===== src/sv/spfr_pkg.sv =====
package spfr_pkg;

    // Start pattern characters and the count that stands after a match.
    localparam logic [7:0] CH_DOLLAR   = 8'h24;
    localparam logic [7:0] CH_K        = 8'h4B;
    localparam logic [7:0] CH_A        = 8'h41;
    localparam logic [7:0] PATTERN_LEN = 8'd3;

    // Configuration port widths and register indexes.
    localparam int unsigned CFG_INDEX_W = 8;
    localparam int unsigned CFG_DATA_W  = 8;

    localparam logic [CFG_INDEX_W-1:0] CFG_FRAME_LENGTH     = 8'd0;
    localparam logic [CFG_INDEX_W-1:0] CFG_PAYLOAD_CAPACITY = 8'd1;
    localparam logic [CFG_INDEX_W-1:0] CFG_SEPARATOR_CHAR   = 8'd2;
    localparam logic [CFG_INDEX_W-1:0] CFG_END_CHAR         = 8'd3;

    // Reset values of the configuration registers.
    localparam logic [7:0] RST_FRAME_LENGTH     = 8'd14;
    localparam logic [7:0] RST_PAYLOAD_CAPACITY = 8'd4;
    localparam logic [7:0] RST_SEPARATOR_CHAR   = 8'd44;
    localparam logic [7:0] RST_END_CHAR         = 8'd42;

    // Current configuration as seen by the frame logic.
    typedef struct packed {
        logic [7:0] frame_length;
        logic [7:0] payload_capacity;
        logic [7:0] separator_char;
        logic [7:0] end_char;
    } t_cfg;

    // One result item.
    typedef struct packed {
        logic       write_enable;
        logic [7:0] write_index;
        logic [7:0] write_data;
        logic       frame_ready;
    } t_result;

endpackage


===== src/sv/start_pattern_frame_receiver_core.sv =====
// An accepted input item is held in the input register, then its result item is
// loaded into the result register, where it can be taken while o_out_valid is high.
// One item per cycle while the output is not stalled; the frame state updates once per item.
// Reset (i_rst_n low, synchronous) clears both stages, the frame state and
// loads the configuration defaults.
module start_pattern_frame_receiver_core
    import spfr_pkg::*;
(
    input  logic                   i_clk,
    input  logic                   i_rst_n,
    input  logic                   i_cfg_valid,
    output logic                   o_cfg_ready,
    input  logic [CFG_INDEX_W-1:0] i_cfg_index,
    input  logic [CFG_DATA_W-1:0]  i_cfg_data,
    input  logic                   i_in_valid,
    output logic                   o_in_ready,
    input  logic [7:0]             i_rx_byte,
    output logic                   o_out_valid,
    input  logic                   i_out_ready,
    output logic                   o_write_enable,
    output logic [7:0]             o_write_index,
    output logic [7:0]             o_write_data,
    output logic                   o_frame_ready
);

    t_cfg       cfg;
    t_result    result;
    logic       r_in_valid;
    logic [7:0] r_in_byte;
    logic       r_out_valid;
    t_result    r_out;
    logic       out_load;
    logic       advance;

    // Configuration writes are always taken.
    assign o_cfg_ready = 1'b1;

    spfr_cfg_regs u_cfg_regs (
        .i_clk       (i_clk),
        .i_rst_n     (i_rst_n),
        .i_cfg_valid (i_cfg_valid),
        .i_cfg_index (i_cfg_index),
        .i_cfg_data  (i_cfg_data),
        .o_cfg       (cfg)
    );

    // Pipeline flow: the result register loads when empty or being drained.
    assign out_load   = !r_out_valid || i_out_ready;
    assign advance    = r_in_valid && out_load;
    assign o_in_ready = !r_in_valid || advance;

    spfr_frame_ctrl u_frame_ctrl (
        .i_clk    (i_clk),
        .i_rst_n  (i_rst_n),
        .i_step   (advance),
        .i_byte   (r_in_byte),
        .i_cfg    (cfg),
        .o_result (result)
    );

    // Stage valid bits.
    always_ff @(posedge i_clk) begin
        if (!i_rst_n) begin
            r_in_valid  <= 1'b0;
            r_out_valid <= 1'b0;
        end else begin
            if (o_in_ready) r_in_valid <= i_in_valid;
            if (out_load) r_out_valid <= r_in_valid;
        end
    end

    // Stage payloads.
    always_ff @(posedge i_clk) begin
        if (o_in_ready && i_in_valid) r_in_byte <= i_rx_byte;
        if (advance) r_out <= result;
    end

    assign o_out_valid    = r_out_valid;
    assign o_write_enable = r_out.write_enable;
    assign o_write_index  = r_out.write_index;
    assign o_write_data   = r_out.write_data;
    assign o_frame_ready  = r_out.frame_ready;

endmodule


===== src/sv/spfr_cfg_regs.sv =====
module spfr_cfg_regs
    import spfr_pkg::*;
(
    input  logic                   i_clk,
    input  logic                   i_rst_n,
    input  logic                   i_cfg_valid,
    input  logic [CFG_INDEX_W-1:0] i_cfg_index,
    input  logic [CFG_DATA_W-1:0]  i_cfg_data,
    output t_cfg                   o_cfg
);

    t_cfg r_cfg;
    t_cfg n_cfg;

    // Decode the register index; unknown indexes are ignored.
    always_comb begin
        n_cfg = r_cfg;
        if (i_cfg_valid) begin
            unique case (i_cfg_index)
                CFG_FRAME_LENGTH:     n_cfg.frame_length     = i_cfg_data;
                CFG_PAYLOAD_CAPACITY: n_cfg.payload_capacity = i_cfg_data;
                CFG_SEPARATOR_CHAR:   n_cfg.separator_char   = i_cfg_data;
                CFG_END_CHAR:         n_cfg.end_char         = i_cfg_data;
                default:              n_cfg = r_cfg;
            endcase
        end
    end

    // Register file with reset defaults.
    always_ff @(posedge i_clk) begin
        if (!i_rst_n) begin
            r_cfg.frame_length     <= RST_FRAME_LENGTH;
            r_cfg.payload_capacity <= RST_PAYLOAD_CAPACITY;
            r_cfg.separator_char   <= RST_SEPARATOR_CHAR;
            r_cfg.end_char         <= RST_END_CHAR;
        end else begin
            r_cfg <= n_cfg;
        end
    end

    assign o_cfg = r_cfg;

endmodule


===== src/sv/spfr_frame_ctrl.sv =====
module spfr_frame_ctrl
    import spfr_pkg::*;
(
    input  logic       i_clk,
    input  logic       i_rst_n,
    input  logic       i_step,
    input  logic [7:0] i_byte,
    input  t_cfg       i_cfg,
    output t_result    o_result
);

    typedef enum logic [1:0] {
        STEP_IDLE,
        STEP_DOLLAR,
        STEP_K
    } t_match_step;

    t_match_step r_step, n_step;
    logic        r_in_frame, n_in_frame;
    logic [7:0]  r_count, n_count;
    logic [7:0]  r_index, n_index;
    logic        hit;
    logic [7:0]  count_inc;

    // Start pattern matcher; a mismatch in later steps always returns to idle.
    always_comb begin
        hit = 1'b0;
        unique case (r_step)
            STEP_IDLE:   n_step = (i_byte == CH_DOLLAR) ? STEP_DOLLAR : STEP_IDLE;
            STEP_DOLLAR: n_step = (i_byte == CH_K) ? STEP_K : STEP_IDLE;
            STEP_K: begin
                n_step = STEP_IDLE;
                hit    = (i_byte == CH_A);
            end
            default:     n_step = STEP_IDLE;
        endcase
    end

    assign count_inc = r_count + 8'd1;

    // Frame tracking, payload write and close detection for one item.
    always_comb begin
        n_in_frame = r_in_frame;
        n_count    = r_count;
        n_index    = r_index;
        o_result   = '0;
        if (!r_in_frame) begin
            n_in_frame = hit;
            n_count    = PATTERN_LEN;
        end else if (hit) begin
            n_count = PATTERN_LEN;
            n_index = 8'd0;
        end else begin
            n_count = count_inc;
            if (i_byte != i_cfg.separator_char) begin
                if (r_index < i_cfg.payload_capacity) begin
                    o_result.write_enable = 1'b1;
                    o_result.write_index  = r_index;
                    o_result.write_data   = i_byte;
                end
                n_index = r_index + 8'd1;
            end
            if (count_inc == i_cfg.frame_length) begin
                n_in_frame           = 1'b0;
                n_index              = 8'd0;
                n_count              = 8'd0;
                o_result.frame_ready = (i_byte == i_cfg.end_char);
            end
        end
    end

    // State advances once per item taken from the input register.
    always_ff @(posedge i_clk) begin
        if (!i_rst_n) begin
            r_step     <= STEP_IDLE;
            r_in_frame <= 1'b0;
            r_count    <= 8'd0;
            r_index    <= 8'd0;
        end else if (i_step) begin
            r_step     <= n_step;
            r_in_frame <= n_in_frame;
            r_count    <= n_count;
            r_index    <= n_index;
        end
    end

endmodule


===== config.mk =====
export PLATFORM = sky130hd
export DESIGN_NAME = start_pattern_frame_receiver_core
export DESIGN_NICKNAME = d
export VERILOG_FILES = /design/src/sv/spfr_pkg.sv /design/src/sv/start_pattern_frame_receiver_core.sv /design/src/sv/spfr_cfg_regs.sv /design/src/sv/spfr_frame_ctrl.sv
export SDC_FILE = /design/constraint.sdc
export NUM_CORES = 1
export LEC_CHECK = 0
export BUFFER_PORTS_ARGS = -buffer_cell sky130_fd_sc_hd__buf_2
export CAP_MARGIN = 20
export CORE_ASPECT_RATIO = 0.8
export CORE_MARGIN = 2
export CORE_UTILIZATION = 57
export DETAILED_ROUTE_END_ITERATION = 6
export HOLD_SLACK_MARGIN = 0.02
export PLACE_DENSITY = 0.79
export SETUP_SLACK_MARGIN = 0.05
export SLEW_MARGIN = 20
export SYNTH_ARGS = -nofsm -noshare
export SYNTH_HDL_FRONTEND = slang
export SYNTH_SLANG_ARGS = --single-unit
export TNS_END_PERCENT = 20

===== constraint.sdc =====
create_clock -name i_clk -period 2.5 [get_ports i_clk]
set_input_delay 0.5 -clock i_clk [delete_from_list [all_inputs] [get_ports i_clk]]
set_output_delay 0.5 -clock i_clk [all_outputs]
set_load 0.05 [all_outputs]

## Word-level counts from Yosys, hierarchy flattened

Index checks and enable logic that the tools add are counted.

| storage, ports and cells | value |
|---|---|
| word-level logic and storage cells | 64 |
| register bits after elaboration | 79 |
| input bits | 29 |
| output and inout port bits | 21 |

| operators by class | value |
|---|---|
| order comparisons | 1 |
| add/sub/neg operators | 2 |
| reduce and logical (&&, ||, !) cells | 17 |
| bitwise gates (word level) | 4 |
| multiplexer cells | 14 |
| eq/ne operators | 11 |

Operator list:

| kind | number |
|---|---|
| $mux 8 | 6 |
| $mux 17 | 1 |
| $add 8x1->8 const B | 2 |
| $eq 8x2->1 const B | 2 |
| $eq 8x7->1 const B | 2 |
| $eq 8x8->1 | 2 |
| $eq 8x1->1 const B | 1 |
| $eq 8x6->1 const B | 1 |
| $logic_not 8->1 | 1 |
| $lt 8x8->1 | 1 |
| $ne 8x8->1 | 1 |
| $reduce_and 2->1 | 4 |
| $reduce_or 3->1 | 2 |
| $mux 1 | 5 |
| $not 1->1 | 4 |
| $pmux 2 s2 | 1 |
| $reduce_or 4->1 | 1 |
| $reduce_and 3->1 | 1 |
| $reduce_bool 3->1 | 1 |
| $eq 2x1->1 const B | 1 |
| $eq 2x2->1 const B | 1 |
| $logic_and 1x1->1 | 2 |
| $logic_not 1->1 | 2 |
| $logic_not 2->1 | 1 |
| 2 further kinds | 3 |

## Depth between registers and ports, before layout

| depth | value |
|---|---|
| depth in word-level cells | 5 |
| gate-level depth with buffers | 9 |
| mapped depth without buffers | 8 |

## Cells and area by module

Synthesis repeated with hierarchy kept, for this count alone.

| second synthesis, totals | value |
|---|---|
| cell total of the unflattened synthesis | 402 |
| area, all modules | 4065.1 µm² |

By module, submodules not included:

| module | area each (µm²) | seq. area each (µm²) | cells an instance | times used |
|---|---|---|---|---|
| spfr_frame_ctrl | 1885.6 | 380.4 | 243 | 1 |
| spfr_cfg_regs | 1283.7 | 640.6 | 122 | 1 |
| start_pattern_frame_receiver_core | 895.9 | 820.8 | 37 | 1 |

## Worst setup path before layout

Ideal clock, no wire load.

| path | value |
|---|---|
| kind | register to register |
| start point | register r_out_valid, in the netlist o_out_valid |
| end point | register u_frame_ctrl.r_index[7] |
| library setup time | 0.062 ns |
| clock period less this slack | 2.295 ns |
| cell stages (with the launch flop) | 9 |
| arrival time | 2.233 ns |
| path slack | 0.205 ns |
| required time | 2.438 ns |
| path buffers | 0 |
| cell sequence | dfxtp_1 > nor2b_1 > nand2b_4 > inv_1 > and3_1 > and2_2 > o21ai_2 > or3_1 > nand3_1 |

| between the ends | value |
|---|---|
| word-level cells in the longest chain between the ends | 4 |

RTL lines:

| element | RTL line | text |
|---|---|---|
| start: declaration | start_pattern_frame_receiver_core.sv:30 | `logic r_out_valid;` |
| start signal: assignment | start_pattern_frame_receiver_core.sv:68 | `if (out_load) r_out_valid <= r_in_valid;` |
| $logic_not 1->1 | start_pattern_frame_receiver_core.sv:48 | `assign out_load = !r_out_valid \|\| i_out_ready;` |
| $logic_or 1x1->1 | start_pattern_frame_receiver_core.sv:48 |  |
| $logic_and 1x1->1 | start_pattern_frame_receiver_core.sv:49 | `assign advance = r_in_valid && out_load;` |
| via advance | start_pattern_frame_receiver_core.sv:33 | `logic advance;` |
| $reduce_and 3->1 (no source line) | n/a |  |
| end signal: assignment | spfr_frame_ctrl.sv:83 | `r_index <= n_index;` |
| end: declaration | spfr_frame_ctrl.sv:21 | `logic [7:0] r_index, n_index;` |

The timed path passes the listed nets, and every way through them passes these cells.
A chain may end at the register's enable or synchronous reset.

## Worst setup path after layout

| path | value |
|---|---|
| start point | register u_frame_ctrl.r_count[0] |
| end point | register u_frame_ctrl.r_in_frame |

| between the ends | value |
|---|---|
| word-level cells in the longest chain between the ends | 5 |

RTL lines:

| element | RTL line | text |
|---|---|---|
| start: declaration | spfr_frame_ctrl.sv:20 | `logic [7:0] r_count, n_count;` |
| start signal: assignment | spfr_frame_ctrl.sv:82 | `r_count <= n_count;` |
| $add 8x1->8 | spfr_frame_ctrl.sv:39 | `assign count_inc = r_count + 8'd1;` |
| $eq 8x8->1 | spfr_frame_ctrl.sv:63 | `if (count_inc == i_cfg.frame_length) begin` |
| $mux 1 | spfr_frame_ctrl.sv:63 |  |
| $mux 1 | spfr_frame_ctrl.sv:50 | `end else if (hit) begin` |
| $mux 1 | spfr_frame_ctrl.sv:47 | `if (!r_in_frame) begin` |
| end signal: assignment | spfr_frame_ctrl.sv:81 | `r_in_frame <= n_in_frame;` |
| end: declaration | spfr_frame_ctrl.sv:19 | `logic r_in_frame, n_in_frame;` |

No other way between the ends.

==> run metrics <==
status completed; cell-internal power 1.96 mW; Synth top area share 0.276; Comb pwr share 0.066; crit path max fanout 8; relative slew slack 0.546; Final GP Congestion 0.897; Antenna Nets Post-Route 0; Clk network pwr share 0.401; CTS sink cnt 79; Setup Fix Bufs, Post-CTS 0; area leader, netlist dfxtp_1; first-pass GRT wire length 13,100 um; grt total ovfl 0; busiest grt layer met2; data arrival time of the worst path 2540 ps; Most used DFF post-synth dfxtp_1; die height 77.5 um; Tot GR Track Use 0.232; synthesized cell area 3840 um^2; maxcap violations 0; commonest cells in the synthesized netlist dfxtp_1, nand2_1, edfxtp_1, mux2i_1; Finished Layout Cells 513; Sequential Power Share 0.533; Die Wd 95.8 um; power density over the cells 587 nW/um^2; Worst Skew 7.72 ps; Req. time, crit path 2750 ps; top-count cell post-synth dfxtp_1; Vias/cell 5.59; # hold bufs at CTS 0; Mapped Cells 372; post_cts resized 0; Synth area leaders dfxtp_1, edfxtp_1, mux2i_1, nand2_1, xor2_1; DR DRC count 0; I/O Pins 50; starting density of the core 0.597; Seq/Total Area, Yosys 0.479; met3 usage 0.0718; Fin Hold WS 311 ps; switching portion of total power 0.236; Synth Register Bits 79; DR iter-0 viols 172; via count 2,866; pin count of the biggest net entering global routing 41; Cell variety after synth 55; diode count 0; synthesized area per cell 10.3 um^2; die area 7420 um^2; Synthesized Nets 410; cts bufs inserted 9; fin. max-slew vios 0; Port Buf Inserts 48; CTS tree done; CTS Buffer Depth 2; Detail Placement HPWL 5670 um; RSZ-0062 raised after global routing no; site row count 26; clk_lat worst skew 360 ps; Setup crit end kind flip-flop; peak supply drop 0.295 mV; share of cells above drive strength 1 0.214; GR Util met2 0.351; FILL cells 494; H-tree depth 3; YS warnings 0; number of flops mapped to enable cells by yosys 26; Psw 0.606 mW; wire per inst 15.4 um; vias in the first global route 2,740; critical path type flip-flop to flip-flop; CORE AREA 6440 um^2; Detailed Route WL 7900 um; Reg clk slew, reported paths 80 ps; TNS Setup 0 ps; drt first pass iters 4; startpoint types flip-flop; P_leak 1.76 nW; initial antenna violation count 0; Root Driver clkbuf_8; fmax 0.435 GHz; fin crit period 2300 ps; GRT met1 Usage 0.312; worst min-delay path category input port to flip-flop; Tightest Pin Transition 675 ps; area grow syn2layout 13.8%; final hold vios 0; final-stage net count 462; Setup Viol. Count Final 0; placed instance count 497; async set-reset flop share out of synthesis 0; fin crit share 0.919
## power by group through the flow
stage	logic [mW]	registers (mW)	clock network (mW)
detailed placement	0.169	1.40	0
floorplan	0.0664	1.44	0
finish	0.169	1.37	1.03
global placement	0.168	1.40	0
global route	0.183	1.37	1.09
CTS	0.170	1.37	1.04
## worst max-delay path: stages (launching register included)
cell,delay (ps)
dfxtp_1,430
ha_1,290
and3_2,250
nand3_2,110
xnor2_1,230
and3_1,200
o2111ai_2,210
buf_4,240
o211ai_2,120
o21ai_0,100
## cell type report
type | instances | area [um^2] | share of cell area
clock buffers | 10 | 128 | 0.0292
clock inverters | 6 | 85.1 | 0.0194
inverters | 13 | 48.8 | 0.0112
multi-input cells | 263 | 1850 | 0.423
flip-flops and latches | 79 | 1840 | 0.421
well taps | 84 | 105 | 0.0240
repair buffers | 58 | 315 | 0.0721
## path summary, 6_finish.rpt
| check | endpoint | slack [ps] | start | cells after the start |
|---|---|---|---|---|
| setup / recovery | u_frame_ctrl.r_in_frame$_SDFFE_PN0P_ | 200 | u_frame_ctrl.r_count[0]$_SDFFE_PN0P_ | 9 |
| hold / removal | r_in_byte[1]$_DFFE_PP_ | 310 | i_rx_byte[1] | 1 |
| setup reg to reg | u_frame_ctrl.r_in_frame$_SDFFE_PN0P_ | 200 | u_frame_ctrl.r_count[0]$_SDFFE_PN0P_ | 9 |
| hold reg to reg | u_cfg_regs.o_cfg[6]$_SDFFE_PN0P_ | 480 | u_cfg_regs.o_cfg[6]$_SDFFE_PN0P_ | 2 |
## per-stage QoR
stage               area, um^2  power, mW  utilization  worst slack (ps)
floorplan                 3840       1.50            -               205
global placement          4160       1.57        0.646               315
detailed placement        4160       1.57        0.646               255
CTS                       4380       2.58        0.679               236
global route              4380       2.65        0.679              55.4
finish                    4380       2.57        0.679               202
## registers in the layout (all words and copies together), names as in the netlist
name	cells
u_frame_ctrl.r_count	8
r_in_byte	8
o_write_data	8
o_write_enable	1
u_frame_ctrl.r_step	2
o_out_valid	1
u_frame_ctrl.r_index	8
u_frame_ctrl.r_in_frame	1
o_frame_ready	1
r_in_valid	1
o_write_index	8
u_cfg_regs.o_cfg	32
## metal layers
layer  vias to the layer above  share of wire
li1                       1409              -
met2                       101           0.44
met1                      1340           0.46
met3                        16          0.081
met5                         -              0
met4                         0          0.019
## cells in the final DEF (no fill, tap or decap), types with 2 or more instances in the layout
cell	n
dfxtp_1	53
nand2_1	51
buf_2	48
mux2i_1	26
edfxtp_1	26
nor2b_1	20
xor2_1	20
and2_1	19
inv_1	13
nand3_1	12
nand4_1	10
buf_4	10
xnor2_1	9
ha_1	9
clkbuf_8	9
o21ai_0	8
a21oi_1	7
a21boi_0	7
nor4_1	6
o311ai_1	6
nor2_1	5
and3_1	4
or3_1	4
nand2b_1	3
and4bb_2	2
o22ai_1	2
a21o_1	2
nor4_4	2
a21boi_1	2
and2_2	2
o211ai_2	2
nand3b_1	2
bufinv_16	2
clkinv_2	2
clkinvlp_4	2
## cell families after synthesis
group                      Yosys count  synth area share
AOI/OAI and AO/OA                   43            0.0804
buffers and inverters               30            0.0391
muxes                               26            0.0677
adders and majority gates            9            0.0293
DFF                                 79             0.479
xor gates and xnor gates            29            0.0661
other                                1          0.000976
and+or+nand+nor                    155             0.237
(Power assumes the default switching activity.)
